**src/rtl/core/gkrb_pkg.sv**
```systemverilog
`default_nettype none
package gkrb_pkg;

  // field widths
  localparam int SAMPLE_BITS    = 10;
  localparam int THR_BITS       = 10;
  localparam int CMP_BITS       = (SAMPLE_BITS > THR_BITS) ? SAMPLE_BITS : THR_BITS;
  localparam int HOLD_BITS      = 5;
  localparam int PHASE_BITS     = 13;
  localparam int BUTTONS        = 4;
  localparam int KEY_BITS       = 8;
  localparam int MOD_BITS       = 2;
  localparam int MODE_BITS      = 2;
  localparam int KEY_SLOTS      = 6;
  localparam int USED_BITS      = $clog2(KEY_SLOTS + 1);
  localparam int SLOT_IDX_BITS  = $clog2(KEY_SLOTS);
  localparam int AXIS_REQS      = 4;
  localparam int CFG_INDEX_BITS = 3;
  localparam int CFG_DATA_BITS  = 10;

  // configuration register indexes
  localparam logic [CFG_INDEX_BITS-1:0] CFG_HOLD_LIMIT  = 3'd0;
  localparam logic [CFG_INDEX_BITS-1:0] CFG_STRONG_LOW  = 3'd1;
  localparam logic [CFG_INDEX_BITS-1:0] CFG_WEAK_LOW    = 3'd2;
  localparam logic [CFG_INDEX_BITS-1:0] CFG_WEAK_HIGH   = 3'd3;
  localparam logic [CFG_INDEX_BITS-1:0] CFG_STRONG_HIGH = 3'd4;

  // register reset values
  localparam logic [HOLD_BITS-1:0] HOLD_LIMIT_RST  = 5'd16;
  localparam logic [THR_BITS-1:0]  STRONG_LOW_RST  = 10'd128;
  localparam logic [THR_BITS-1:0]  WEAK_LOW_RST    = 10'd320;
  localparam logic [THR_BITS-1:0]  WEAK_HIGH_RST   = 10'd704;
  localparam logic [THR_BITS-1:0]  STRONG_HIGH_RST = 10'd896;
  localparam logic [SAMPLE_BITS-1:0] AVG_RST       = SAMPLE_BITS'(512);

  // modes
  localparam logic [MODE_BITS-1:0] MODE_LETTERS = 2'd0;
  localparam logic [MODE_BITS-1:0] MODE_ARROWS  = 2'd1;
  localparam logic [MODE_BITS-1:0] MODE_GAME    = 2'd2;
  localparam logic [MODE_BITS-1:0] MODE_SPELL   = 2'd3;

  // modifier bit positions
  localparam int MOD_CTRL  = 0;
  localparam int MOD_SHIFT = 1;

  // led pattern phase limits
  localparam logic [PHASE_BITS-1:0] PHASE_1000 = 13'd1000;
  localparam logic [PHASE_BITS-1:0] PHASE_3000 = 13'd3000;
  localparam logic [PHASE_BITS-1:0] PHASE_4000 = 13'd4000;

  // phase / 125 by reciprocal: exact for every 13-bit phase
  localparam int PULSE_SHIFT = 20;
  localparam int RECIP_BITS  = 14;
  localparam int PROD_BITS   = PHASE_BITS + RECIP_BITS;
  localparam logic [RECIP_BITS-1:0] PULSE_RECIP = 14'd8389;

  // joystick key codes
  localparam logic [KEY_BITS-1:0] KEY_D = 8'h07;
  localparam logic [KEY_BITS-1:0] KEY_A = 8'h04;
  localparam logic [KEY_BITS-1:0] KEY_W = 8'h1A;
  localparam logic [KEY_BITS-1:0] KEY_S = 8'h16;

  typedef struct packed {
    logic [THR_BITS-1:0] strong_low;
    logic [THR_BITS-1:0] weak_low;
    logic [THR_BITS-1:0] weak_high;
    logic [THR_BITS-1:0] strong_high;
  } thresh_t;

  typedef struct packed {
    logic low;
    logic high;
  } axis_req_t;

  typedef struct packed {
    logic [MODE_BITS-1:0] mode;
    logic                 led;
  } mode_state_t;

  // button pin scanned at each rank
  function automatic logic [1:0] button_pin(input logic [1:0] rank);
    logic [1:0] pin;
    case (rank)
      2'd0:    pin = 2'd2;
      2'd1:    pin = 2'd3;
      2'd2:    pin = 2'd1;
      default: pin = 2'd0;
    endcase
    return pin;
  endfunction

  function automatic logic [KEY_BITS-1:0] button_key(input logic [MODE_BITS-1:0] mode,
                                                     input logic [1:0] rank);
    logic [KEY_BITS-1:0] code;
    case ({mode, rank})
      4'h0:    code = 8'h0D;
      4'h1:    code = 8'h0C;
      4'h2:    code = 8'h0E;
      4'h3:    code = 8'h0F;
      4'h4:    code = 8'h50;
      4'h5:    code = 8'h52;
      4'h6:    code = 8'h51;
      4'h7:    code = 8'h4F;
      4'h8:    code = 8'h14;
      4'h9:    code = 8'h00;
      4'hA:    code = 8'h00;
      4'hB:    code = 8'h08;
      4'hC:    code = 8'h06;
      4'hD:    code = 8'h0A;
      4'hE:    code = 8'h2C;
      default: code = 8'h19;
    endcase
    return code;
  endfunction

  // odd 125 ms step within the phase
  function automatic logic phase_pulse(input logic [PHASE_BITS-1:0] phase);
    logic [PROD_BITS-1:0] prod;
    prod = PROD_BITS'(phase) * PROD_BITS'(PULSE_RECIP);
    return prod[PULSE_SHIFT];
  endfunction

endpackage
`default_nettype wire

```
**src/rtl/core/gamepad_keyboard_report_builder_core.sv**
```systemverilog
`default_nettype none
// gamepad keyboard report builder: one keyboard report per poll. a poll item
// is captured in an input register; once the output register is free, the
// mode button hold counter, the two joystick averages and the key slot
// packing are worked out in one pass and the report lands in the output
// register, while the state is updated at the same edge. one poll item is
// taken every cycle while poll_stall is low. the rate is set by the single
// state update per item (mode counter and averages feed the next poll). the
// input register keeps taking items while a report waits in the output
// register, and the input stalls only when both registers are full and the
// waiting report is held off. the user must make configuration writes only
// while idle; the block itself does not enforce this.
module gamepad_keyboard_report_builder_core
  import gkrb_pkg::*;
(
  input  wire logic                       clk,
  input  wire logic                       rst,
  // configuration write port
  input  wire logic                       cfg_write,
  input  wire logic [CFG_INDEX_BITS-1:0]  cfg_index,
  input  wire logic [CFG_DATA_BITS-1:0]   cfg_data,
  // poll items
  input  wire logic                       poll_valid,
  output logic                            poll_stall,
  input  wire logic [BUTTONS-1:0]         button_bits,
  input  wire logic                       mode_button_pressed,
  input  wire logic [SAMPLE_BITS-1:0]     horizontal_sample,
  input  wire logic [SAMPLE_BITS-1:0]     vertical_sample,
  input  wire logic [PHASE_BITS-1:0]      phase_ms,
  // report items
  output logic                            report_valid,
  input  wire logic                       report_stall,
  output logic [MOD_BITS-1:0]             modifier_bits,
  output logic [KEY_BITS-1:0]             key_slot_a,
  output logic [KEY_BITS-1:0]             key_slot_b,
  output logic [KEY_BITS-1:0]             key_slot_c,
  output logic [KEY_BITS-1:0]             key_slot_d,
  output logic [KEY_BITS-1:0]             key_slot_e,
  output logic [KEY_BITS-1:0]             key_slot_f,
  output logic                            led_on
);

  // configuration registers
  logic [HOLD_BITS-1:0] hold_limit;
  thresh_t              thresh;

  // input register
  logic                   in_full;
  logic [BUTTONS-1:0]     buttons;
  logic                   mode_pressed;
  logic [SAMPLE_BITS-1:0] h_sample;
  logic [SAMPLE_BITS-1:0] v_sample;
  logic [PHASE_BITS-1:0]  phase;

  // handshake
  logic out_free;
  logic advance;
  logic take;

  // per-item results
  logic                                pulse;
  mode_state_t                         mode_state;
  axis_req_t                           h_req;
  axis_req_t                           v_req;
  logic [MOD_BITS-1:0]                 modifier;
  logic [KEY_SLOTS-1:0][KEY_BITS-1:0]  slots;

  // output register
  logic [KEY_SLOTS-1:0][KEY_BITS-1:0]  slots_out;

  always_ff @(posedge clk) begin
    if (rst) begin
      hold_limit         <= HOLD_LIMIT_RST;
      thresh.strong_low  <= STRONG_LOW_RST;
      thresh.weak_low    <= WEAK_LOW_RST;
      thresh.weak_high   <= WEAK_HIGH_RST;
      thresh.strong_high <= STRONG_HIGH_RST;
    end else if (cfg_write) begin
      case (cfg_index)
        CFG_HOLD_LIMIT:  hold_limit         <= cfg_data[HOLD_BITS-1:0];
        CFG_STRONG_LOW:  thresh.strong_low  <= cfg_data[THR_BITS-1:0];
        CFG_WEAK_LOW:    thresh.weak_low    <= cfg_data[THR_BITS-1:0];
        CFG_WEAK_HIGH:   thresh.weak_high   <= cfg_data[THR_BITS-1:0];
        CFG_STRONG_HIGH: thresh.strong_high <= cfg_data[THR_BITS-1:0];
        default:         hold_limit         <= hold_limit;
      endcase
    end
  end

  // output register free when empty or being taken this cycle
  assign out_free   = !report_valid || !report_stall;
  assign advance    = in_full && out_free;
  assign poll_stall = in_full && !out_free;
  assign take       = poll_valid && !poll_stall;

  always_ff @(posedge clk) begin
    if (rst) begin
      in_full      <= 1'b0;
      report_valid <= 1'b0;
    end else begin
      in_full      <= take || (in_full && !advance);
      report_valid <= advance || (report_valid && report_stall);
    end
  end

  always_ff @(posedge clk) begin
    if (take) begin
      buttons      <= button_bits;
      mode_pressed <= mode_button_pressed;
      h_sample     <= horizontal_sample;
      v_sample     <= vertical_sample;
      phase        <= phase_ms;
    end
  end

  assign pulse = phase_pulse(phase);

  gkrb_mode_ctrl u_mode_ctrl (
    .clk        (clk),
    .rst        (rst),
    .en         (advance),
    .pressed    (mode_pressed),
    .phase      (phase),
    .hold_limit (hold_limit),
    .state_next (mode_state)
  );

  gkrb_axis_filter u_axis_h (
    .clk    (clk),
    .rst    (rst),
    .en     (advance),
    .sample (h_sample),
    .pulse  (pulse),
    .thresh (thresh),
    .req    (h_req)
  );

  gkrb_axis_filter u_axis_v (
    .clk    (clk),
    .rst    (rst),
    .en     (advance),
    .sample (v_sample),
    .pulse  (pulse),
    .thresh (thresh),
    .req    (v_req)
  );

  gkrb_key_pack u_key_pack (
    .mode     (mode_state.mode),
    .buttons  (buttons),
    .horiz    (h_req),
    .vert     (v_req),
    .modifier (modifier),
    .slots    (slots)
  );

  always_ff @(posedge clk) begin
    if (advance) begin
      modifier_bits <= modifier;
      slots_out     <= slots;
      led_on        <= mode_state.led;
    end
  end

  assign key_slot_a = slots_out[0];
  assign key_slot_b = slots_out[1];
  assign key_slot_c = slots_out[2];
  assign key_slot_d = slots_out[3];
  assign key_slot_e = slots_out[4];
  assign key_slot_f = slots_out[5];

endmodule
`default_nettype wire

```
**src/rtl/core/gkrb_mode_ctrl.sv**
```systemverilog
`default_nettype none
module gkrb_mode_ctrl
  import gkrb_pkg::*;
(
  input  wire logic                  clk,
  input  wire logic                  rst,
  input  wire logic                  en,
  input  wire logic                  pressed,
  input  wire logic [PHASE_BITS-1:0] phase,
  input  wire logic [HOLD_BITS-1:0]  hold_limit,
  output mode_state_t                state_next
);

  logic [MODE_BITS-1:0] mode, mode_next;
  logic [HOLD_BITS-1:0] hold_count, hold_count_next;
  logic                 latched, latched_next;
  logic                 locked, locked_next;
  logic                 led, led_next;
  logic [HOLD_BITS:0]   inc;

  always_comb begin
    mode_next       = mode;
    hold_count_next = hold_count;
    latched_next    = latched;
    locked_next     = locked;
    led_next        = led;
    inc             = {1'b0, hold_count} + (HOLD_BITS + 1)'(1);

    if (pressed) begin
      if (inc > {1'b0, hold_limit}) begin
        hold_count_next = hold_limit;
        if (!latched) begin
          if (!locked) begin
            led_next = 1'b1;
          end
          locked_next  = 1'b1;
          mode_next    = mode + MODE_BITS'(1);
          latched_next = 1'b1;
        end
      end else begin
        hold_count_next = inc[HOLD_BITS-1:0];
      end
    end else if (hold_count != '0) begin
      hold_count_next = hold_count - HOLD_BITS'(1);
      if (hold_count_next == '0) begin
        locked_next  = 1'b0;
        led_next     = 1'b0;
        latched_next = 1'b0;
      end
    end

    // blink pattern of the mode, held off while locked
    if (!locked_next) begin
      case (mode_next)
        MODE_ARROWS: led_next = (phase < PHASE_1000);
        MODE_GAME:   led_next = (phase < PHASE_1000) ||
                                ((phase > PHASE_3000) && (phase < PHASE_4000));
        MODE_SPELL:  led_next = (phase < PHASE_3000);
        default:     led_next = led_next;
      endcase
    end
  end

  always_ff @(posedge clk) begin
    if (rst) begin
      mode       <= MODE_LETTERS;
      hold_count <= '0;
      latched    <= 1'b0;
      locked     <= 1'b0;
      led        <= 1'b0;
    end else if (en) begin
      mode       <= mode_next;
      hold_count <= hold_count_next;
      latched    <= latched_next;
      locked     <= locked_next;
      led        <= led_next;
    end
  end

  assign state_next.mode = mode_next;
  assign state_next.led  = led_next;

endmodule
`default_nettype wire

```
**src/rtl/core/gkrb_axis_filter.sv**
```systemverilog
`default_nettype none
module gkrb_axis_filter
  import gkrb_pkg::*;
(
  input  wire logic                   clk,
  input  wire logic                   rst,
  input  wire logic                   en,
  input  wire logic [SAMPLE_BITS-1:0] sample,
  input  wire logic                   pulse,
  input  thresh_t                     thresh,
  output axis_req_t                   req
);

  logic [SAMPLE_BITS-1:0] avg, avg_next;
  logic [CMP_BITS-1:0]    avg_cmp;

  // halving running average
  assign avg_next = (avg >> 1) + (sample >> 1);
  assign avg_cmp  = CMP_BITS'(avg_next);

  assign req.low  = (avg_cmp < CMP_BITS'(thresh.strong_low)) ||
                    ((avg_cmp < CMP_BITS'(thresh.weak_low)) && pulse);
  assign req.high = (avg_cmp > CMP_BITS'(thresh.strong_high)) ||
                    ((avg_cmp > CMP_BITS'(thresh.weak_high)) && pulse);

  always_ff @(posedge clk) begin
    if (rst) begin
      avg <= AVG_RST;
    end else if (en) begin
      avg <= avg_next;
    end
  end

endmodule
`default_nettype wire

```
**src/rtl/core/gkrb_key_pack.sv**
```systemverilog
`default_nettype none
module gkrb_key_pack
  import gkrb_pkg::*;
(
  input  wire logic [MODE_BITS-1:0]               mode,
  input  wire logic [BUTTONS-1:0]                 buttons,
  input  axis_req_t                               horiz,
  input  axis_req_t                               vert,
  output logic [MOD_BITS-1:0]                     modifier,
  output logic [KEY_SLOTS-1:0][KEY_BITS-1:0]      slots
);

  logic [USED_BITS-1:0]                 used;
  logic [AXIS_REQS-1:0]                 axis_want;
  logic [AXIS_REQS-1:0][KEY_BITS-1:0]   axis_code;

  assign axis_want = {vert.high, vert.low, horiz.high, horiz.low};
  assign axis_code = {KEY_S, KEY_W, KEY_A, KEY_D};

  always_comb begin
    modifier = '0;
    slots    = '0;
    used     = '0;
    for (int r = 0; r < BUTTONS; r++) begin
      if (buttons[button_pin(2'(r))]) begin
        if (mode == MODE_GAME && r == 1) begin
          modifier[MOD_SHIFT] = 1'b1;
        end else if (mode == MODE_GAME && r == 2) begin
          modifier[MOD_CTRL] = 1'b1;
        end else if (used < USED_BITS'(KEY_SLOTS)) begin
          slots[used[SLOT_IDX_BITS-1:0]] = button_key(mode, 2'(r));
          used = used + USED_BITS'(1);
        end
      end
    end
    // joystick keys follow, extra keys dropped once the slots are full
    for (int k = 0; k < AXIS_REQS; k++) begin
      if (axis_want[k] && used < USED_BITS'(KEY_SLOTS)) begin
        slots[used[SLOT_IDX_BITS-1:0]] = axis_code[k];
        used = used + USED_BITS'(1);
      end
    end
  end

endmodule
`default_nettype wire
```
**config.mk**
```make
export PLATFORM = sky130hd
export DESIGN_NAME = gamepad_keyboard_report_builder_core
export DESIGN_NICKNAME = d
export VERILOG_FILES = /design/src/rtl/core/gkrb_pkg.sv /design/src/rtl/core/gamepad_keyboard_report_builder_core.sv /design/src/rtl/core/gkrb_mode_ctrl.sv /design/src/rtl/core/gkrb_axis_filter.sv /design/src/rtl/core/gkrb_key_pack.sv
export SDC_FILE = /design/constraint.sdc
export NUM_CORES = 1
export LEC_CHECK = 0
export ABC_CLOCK_PERIOD_IN_PS = 27400
export BUFFER_PORTS_ARGS = -buffer_cell sky130_fd_sc_hd__buf_2
export CAP_MARGIN = 20
export CORE_MARGIN = 4
export CORE_UTILIZATION = 66
export DETAILED_ROUTE_END_ITERATION = 16
export PLACE_DENSITY = 0.84
export SLEW_MARGIN = 40
export SYNTH_ARGS = -nofsm -noshare
export SYNTH_HDL_FRONTEND = slang
export SYNTH_HIERARCHICAL = 1
export SYNTH_SLANG_ARGS = --single-unit
export TNS_END_PERCENT = 30
```
**constraint.sdc**
```tcl
create_clock -name clk -period 27.4 [get_ports clk]
set_clock_uncertainty 0.15 [all_clocks]
set_input_delay 1.37 -clock clk [delete_from_list [all_inputs] [get_ports clk]]
set_output_delay 1.37 -clock clk [all_outputs]
set_load 0.02 [all_outputs]
```
==> results_dict.tcl, run 1 <==
set metrics [dict create \
    ctsHtreeMaxLevel 4 \
    totalWireLength_um 30250 \
    clkTransAtPathRegs_ps 60 \
    worstReg2RegStart "u_mode_ctrl/hold_count[0]" \
    post-route-util 0.7501 \
    drt_pass1_iterations 7 \
    hold_violations 0 \
    finalSetupViolCount 0 \
    post_cts_buffers 0 \
    fp.dieW_um 147.4 \
    syn-cell-area_um2 12830 \
    fin_area_um2 14170 \
    ff_latch_area_um2 4114 \
    worstPathMaxFanout 13 \
    power_w 0.0009118 \
    drt_iter0_drc 893 \
    r2r_slack_ps 17110 \
    p_clk_frac 0.280 \
    cts_tree "yes" \
    synthCells 1404 \
    diodes 0 \
    nets 1755 \
    cpMostUsedCell "ha_1" \
    rows 50 \
    rsz0062_at_grt "no" \
    dpl_cell_area_um2 13530 \
    cts_resized 0 \
    vias 10690 \
    endpoint "key_slot_c[6]" \
    start_util 0.6793 \
    reg2reg_depth 34 \
    cts_max_path_buffers 2 \
    area_delta_synth_final_pct 10.42 \
    port_buffers 106 \
    ant_nets 0 \
    wl_per_cell_um 17.17 \
    cts_root_buffer "clkbuf_16" \
    worstMarginPinSlew_ps 805.1 \
    nFillCells 1369 \
    gp_congestion 0.9498 \
    critPathMaxStageDelay_ps 660 \
    hp-class "reg2reg" \
    die_h_um 147.4 \
    antenna_found_initial 0 \
    slew_headroom 0.4633 \
    timing.setup.tns_ps 0 \
    grt_pass1_wl_um 49540 \
    critPathCaptureType "flop" \
    layout_common_cells "187 x ha_1, 164 x inv_1, 150 x nand2_1, 106 x buf_2, 98 x a21oi_1" \
    clock_latency_ps 420 \
    worstSetupPathType "reg2reg" \
    ioPinCount 109 \
    switching_power_w 0.0003375 \
    p_per_area_nw_per_um2 64.34 \
    mostFrequentLayoutCell "ha_1" \
    period_minus_slack_ps 10290 \
    die_area_um2 21740 \
    cts_made_buffers 17 \
    vdd_drop_max_mv 0.04005 \
    worst_setup_path_start_kind "flop" \
    cts_hold_buf 0 \
    required_ps 27430 \
    rr_endpoint "key_slot_c[6]" \
    fmax_mhz 97.18 \
    cap_viol_max_count 0 \
    via_per_inst 6.065 \
    avgSynthCellArea_um2 9.141 \
    crit_arrival_ps 10320 \
    leakage_nw 6.254 \
    gr-total-overflow 0 \
    grt_max_degree 91 \
    drcViolationCount 0 \
    cts_sinks 162 \
    yosysWarnings 6 \
    crit_start "u_mode_ctrl/hold_count[0]" \
    power.share.sequential 0.318 \
    design.core.area_um2 18890 \
    drive_gt1_frac 0.1285 \
    swShare 0.3702 \
    status "finished clean" \
    hpwl_um 22610 \
    slowest_stage "xnor2_1" \
    first_global_vias 10540 \
    multi_input_area_um2 7888 \
    internal_power_w 0.0005743 \
    grtUsageTotal 0.2767 \
    post-route-period-util 0.3755 \
    slew_viol_final 0 \
    pwr-share-comb 0.402 \
]
==> critical path, delay by kind of cell (launching register included) <==
family | cells | cell delay (ps)
AO/OA/AOI/OAI | 7 | 1840
XOR/XNOR | 3 | 1330
adder cells (fa/ha/maj) | 8 | 2760
buffers and inverters | 4 | 670
flip-flops | 1 | 540
multiplexers | 1 | 280
AND/OR/NAND/NOR | 11 | 2440
==> worst min path at each step <==
stage | to | cells after the start | start
final | thresh[3] | 2 | thresh[3]
after global routing | thresh[3] | 2 | thresh[3]
after CTS | thresh[3] | 2 | thresh[3]
after detailed placement | thresh[3] | 2 | thresh[3]
after global placement | thresh[35] | 2 | thresh[35]
after floorplan | thresh[20] | 2 | thresh[20]
==> routing by layer <==
metal | track usage | vias to the layer above | part of all wire
met5 | 0 | - | 0
met4 | 0.1058 | 0 | 0.032
met3 | 0.04690 | 81 | 0.073
met2 | 0.4615 | 397 | 0.47
met1 | 0.3629 | 5000 | 0.43
li1 | - | 5208 | -
==> layout make-up <==
cell class              count  area share
clock buffers              20     0.03152
multi-input cells        1028      0.5566
flip-flops and latches    162      0.2903
inverters                 169     0.04476
clock inverters            12     0.01271
well taps                 260     0.02296
repair buffers            111     0.04114
==> through the flow <==
| stage | hold slack (ps) | setup WS, ps | std cells |
|---|---|---|---|
| detailed placement | 314.0 | 17320 | 1730 |
| floorplan | 290.2 | 18700 | 1411 |
| CTS | 322.5 | 17240 | 1762 |
| global placement | 311.2 | 17560 | 1729 |
| finish | 322.7 | 17110 | 1762 |
| global route | 346.5 | 16420 | 1762 |
==> state kept, by name, summed over array words and instances, names as in the netlist, 8 cells and up <==
name          cells
thresh           40
key_slot_a        8
key_slot_d        8
v_sample          9
u_axis_h/avg      9
key_slot_b        8
key_slot_c        8
phase            13
key_slot_f        8
key_slot_e        8
h_sample          9
u_axis_v/avg      9
==> power groups by stage <==
stage          combinational [W]  clock (W)  sequential (W)
6_report                0.000366   0.000255        0.000290
3_3_place_gp            0.000343          0        0.000295
5_1_grt                 0.000408   0.000269        0.000292
2_1_floorplan           0.000263          0        0.000303
4_1_cts                 0.000362   0.000259        0.000290
3_5_place_dp            0.000358          0        0.000295
Note: power is estimated with default switching activity, not from simulation.
==> inputs of run 2 (changes only) <==
Settings changed: ABC_CLOCK_PERIOD_IN_PS 27400 to 8400, CORE_UTILIZATION 66 to 56, PLACE_DENSITY 0.84 to 0.75.
Clock period 27.4 ns to 8.4 ns, I/O delays scaled along.
==> results_dict.tcl, run 2 (synthesis gave the netlist of run 1 again) <==
set metrics [dict create \
    hold_violations 0 \
    required_ps 8430 \
    antenna_found_initial 0 \
    power_w 0.002986 \
    hold-worst-slack_ps 14.46 \
    area_delta_synth_final_pct 13.26 \
    slowest_stage "edfxtp_1" \
    clkTransAtPathRegs_ps 70 \
    diodes 0 \
    p_per_area_nw_per_um2 205.4 \
    leakage_nw 6.435 \
    ioPinCount 109 \
    cts_tree "yes" \
    nFillCells 1913 \
    critPathMaxStageDelay_ps 550 \
    critPathCaptureType "flop" \
    cts_made_buffers 17 \
    first_global_vias 10270 \
    start_util 0.5686 \
    largest_reg_flops 40 \
    wl_per_cell_um 16.79 \
    design.core.area_um2 22570 \
    rows 55 \
    grt_max_degree 94 \
    worstPathMaxFanout 13 \
    layout_common_cells "186 x ha_1, 164 x inv_1, 150 x nand2_1, 106 x buf_2, 98 x a21oi_1" \
    cts_root_buffer "clkbuf_16" \
    gr-total-overflow 0 \
    top_register "thresh" \
    mostFrequentLayoutCell "ha_1" \
    fp.dieW_um 159.4 \
    via_per_inst 5.891 \
    totalWireLength_um 30610 \
    grtUsageTotal 0.2411 \
    worstSetupPathType "reg2reg" \
    die_h_um 159.4 \
    port_buffers 106 \
    cts_max_path_buffers 2 \
    finalSetupViolCount 0 \
    cpMostUsedCell "ha_1" \
    period_minus_slack_ps 7979 \
    drt_iter0_drc 652 \
    ant_nets 0 \
    fmax_mhz 125.3 \
    slew_viol_final 0 \
    clock_latency_ps 430 \
    grt_pass1_wl_um 50870 \
    cap_viol_max_count 0 \
    ctsHtreeMaxLevel 4 \
    drive_gt1_frac 0.1508 \
    worstMarginPinSlew_ps 872.6 \
    crit_arrival_ps 8010 \
    vdd_drop_max_mv 0.1514 \
    hpwl_um 22970 \
    drt_pass1_iterations 5 \
    vias 10740 \
    post-route-period-util 0.9499 \
    hp-class "in2reg" \
    slew_headroom 0.4170 \
    cts_sinks 162 \
    top_regs "thresh (40), phase (13)" \
    status "finished clean" \
    nets 1791 \
    multi_input_area_um2 7971 \
    ff_latch_area_um2 4116 \
    drcViolationCount 0 \
    die_area_um2 25400 \
    worst_setup_path_start_kind "flop" \
    gp_congestion 0.9384 \
]
## run 2: cell types whose count changed in the layout (fill, tap and decap cells not counted), sizes merged
cell         change
buf             +25
bufinv           -3
clkbuf           -2
clkinv           +1
dlygate4sd3     +11
inv              +4
## run 2: cell type report
cell class	count	share of cell area
Timing Repair Buffer	147	0.06172
Inverter	169	0.04364
Multi-Input combinational cell	1028	0.5484
Clock inverter	14	0.008952
Clock buffer	18	0.02953
Sequential cell	162	0.2832
Tap cell	285	0.02453
## run 2: final timing paths
kind	slack, ps	cells past startpoint	startpoint	endpoint
min reg2reg	330	2	thresh[13]	thresh[13]
max reg2reg	420	31	phase[10]	key_slot_c[6]
max	420	31	phase[10]	key_slot_c[6]
min	10	1	phase_ms[11]	phase[11]
## run 2: per-layer routing
metal / routed length (um) / share of wire / global-route usage / vias up
li1: - / - / - / 5278
met1: 14050 / 0.46 / 0.3310 / 5097
met2: 14210 / 0.46 / 0.3972 / 320
met3: 1839 / 0.060 / 0.03831 / 45
met4: 512 / 0.017 / 0.06785 / 0
met5: 0 / 0 / 0 / -
## run 2: stage by stage
| stage | worst slack [ps] | TNS, ps | util | cell area [um2] | std cells |
|---|---|---|---|---|---|
| floorplan | 38.48 | 0 | - | 12900 | 1411 |
| detailed placement | 77.90 | 0 | 0.6105 | 13780 | 1777 |
| finish | 420.8 | 0 | 0.6440 | 14540 | 1823 |
| CTS | 73.17 | 0 | 0.6402 | 14450 | 1820 |
| global route | -47.31 | -98.85 | 0.6440 | 14540 | 1823 |
| global placement | 284.4 | 0 | 0.6080 | 13720 | 1775 |
## run 2: power by group
part	internal (W)	total (W)	switching [W]	leakage [nW]
Sequential	0.000910	0.000946	0.0000355	1.45
Combinational	0.000511	0.00128	0.000769	4.71
Clock	0.000413	0.000760	0.000347	0.274
Total	0.00183	0.00299	0.00115	6.44
## run 2: timing repair
item | CTS | global route
hold endpoints to repair | 11 | 0
hold buffers | 11 | 0
endpoints found under the setup margin | 0 | 40
setup buffers | 0 | 3
gates resized for setup | 0 | 11
## run 2: worst max-delay path: cells and delay by family, from the launching register on
| family | cells | cell delay [ps] |
|---|---|---|
| AND/OR/NAND/NOR | 7 | 1420 |
| AO/OA/AOI/OAI | 10 | 1800 |
| buffers and inverters | 5 | 590 |
| flip-flops | 1 | 550 |
| XOR/XNOR | 2 | 450 |
| adder cells (fa/ha/maj) | 7 | 2770 |
==> inputs of run 3 (changes only) <==
Settings changed: ABC_CLOCK_PERIOD_IN_PS 8400 to 6750.
Clock period 8.4 ns to 6.75 ns, I/O delays scaled along.
==> results_dict.tcl, run 3 (synthesis gave the netlist of run 1 again) <==
set metrics [dict create \
    hold_violations 0 \
    pwr-share-comb 0.483 \
    drive_gt1_frac 0.2305 \
    fmax_mhz 138.7 \
    critPathCaptureType "flop" \
    period_minus_slack_ps 7208 \
    internal_power_w 0.002579 \
    crit_family "adder cells" \
    dpl_worst_slack_ps -518.9 \
    first_global_vias 11120 \
    gr-total-overflow 0 \
    ioPinCount 109 \
    ant_nets 0 \
    worstMarginPinSlew_ps 733.6 \
    via_per_inst 5.802 \
    cts_sinks 162 \
    cts_root_buffer "clkbuf_16" \
    wl_met3_um 1724 \
    grt_pass1_wl_um 55300 \
    rsz0062_at_grt "yes" \
    cts_tree "yes" \
    slew_viol_final 0 \
    required_ps 6790 \
    power_w 0.004134 \
    area_delta_synth_final_pct 24.50 \
    power.share.sequential 0.283 \
    dpl_cell_area_um2 14620 \
    die_h_um 159.4 \
    min-delay-start "cfg_data[5]" \
    swShare 0.3762 \
    layout_common_cells "173 x ha_1, 158 x inv_1, 149 x nand2_1, 129 x buf_4, 106 x buf_2" \
    wl_per_cell_um 17.29 \
    drt_iter0_drc 650 \
    hpwl_um 24970 \
    cts_made_buffers 17 \
    hp-class "in2reg" \
    slew_headroom 0.5072 \
    worstReg2RegStart "phase[8]" \
    rows 55 \
    fin_area_um2 15980 \
    start_util 0.5686 \
    die_area_um2 25400 \
    cts_max_path_buffers 2 \
    grtUsageTotal 0.2618 \
    grt_max_degree 87 \
    top_layer_used "met4" \
    clkTransAtPathRegs_ps 70 \
    port_buffers 106 \
    switching_power_w 0.001555 \
    fp.dieW_um 159.4 \
    worstSetupPathType "reg2reg" \
    hold-worst-slack_ps 28.49 \
    top_register "thresh" \
    p_per_area_nw_per_um2 258.7 \
    gp_congestion 0.9377 \
    nFillCells 1734 \
    antenna_found_initial 0 \
    largest_reg_flops 40 \
    drcViolationCount 0 \
    totalWireLength_um 33800 \
    nets 1923 \
    ctsHtreeMaxLevel 4 \
    crit_start "phase[8]" \
    slowest_stage "fa_1" \
    crit_arrival_ps 7240 \
    clock_latency_ps 430 \
    leakage_nw 7.123 \
    cap_viol_max_count 0 \
    vias 11340 \
    finalSetupViolCount 40 \
    cpMostUsedCell "ha_4" \
    worstPathMaxFanout 7 \
    worst_setup_path_start_kind "flop" \
    dr_wl_met2_um 16280 \
    violations "negative setup slack" \
    drt_pass1_iterations 5 \
    critPathMaxStageDelay_ps 510 \
    design.core.area_um2 22570 \
    post-route-period-util 1.068 \
    status "finished with violations" \
    vdd_drop_max_mv 0.2188 \
    p_clk_frac 0.234 \
    wl_met1_um 15070 \
    diodes 0 \
    cp_num_buf_inv 6 \
    top_regs "thresh (40), phase (13)" \
    mostFrequentLayoutCell "ha_1" \
    setup_ws_ps -457.9 \
]
-- run 3: repair_timing --
action	4_1_cts	5_1_grt
hold buffers	37	0
pin swaps	31	35
gates resized for setup	17	28
setup endpoints to repair	40	40
buffers inserted	10	14
endpoints found under the hold margin	37	0
-- run 3: routing by layer --
metal	up-vias	global-route usage
li1	5553	-
met1	5403	0.3546
met2	336	0.4423
met3	50	0.03779
met4	0	0.06903
met5	-	0
-- run 3: final timing paths --
check	slack, ps	depth (start not counted)	endpoint
worst min-delay path	30	3	thresh[35]
worst min register to register	330	2	thresh[20]
worst max register to register	-460	32	key_slot_c[6]
worst max-delay path	-460	32	key_slot_c[6]
-- run 3: power by group through the flow --
stage	Sequential (W)	Combinational (W)	Clock [W]
finish	0.00117	0.00199	0.000969
global route	0.00118	0.00219	0.00103
CTS	0.00117	0.00187	0.000989
detailed placement	0.00119	0.00177	0
global placement	0.00119	0.00174	0
floorplan	0.00123	0.00116	0
-- run 3: final cells by class --
type / instances / area, um2 / area share
multi-input combinational: 1028 / 8319 / 0.5207
sequential: 162 / 4121 / 0.2579
timing repair buffer: 279 / 1948 / 0.1219
inverter: 169 / 641.9 / 0.04017
clock buffer: 22 / 506.7 / 0.03172
tap: 285 / 356.6 / 0.02232
clock inverter: 10 / 83.83 / 0.005247
-- run 3: tightest hold or removal path: cells and delay by family --
family,cells,cell delay (ps)
AND/OR/NAND/NOR,1,50
AO/OA/AOI/OAI,1,50
buffers and inverters,1,120
-- run 3: stage by stage --
stage	setup TNS (ps)	instances	util
after floorplan	-26960	1411	-
after global placement	-9703	1865	0.6475
after detailed placement	-16440	1865	0.6476
after CTS	-9058	1944	0.6977
after global routing	-26780	1955	0.7079
final	-14030	1955	0.7079
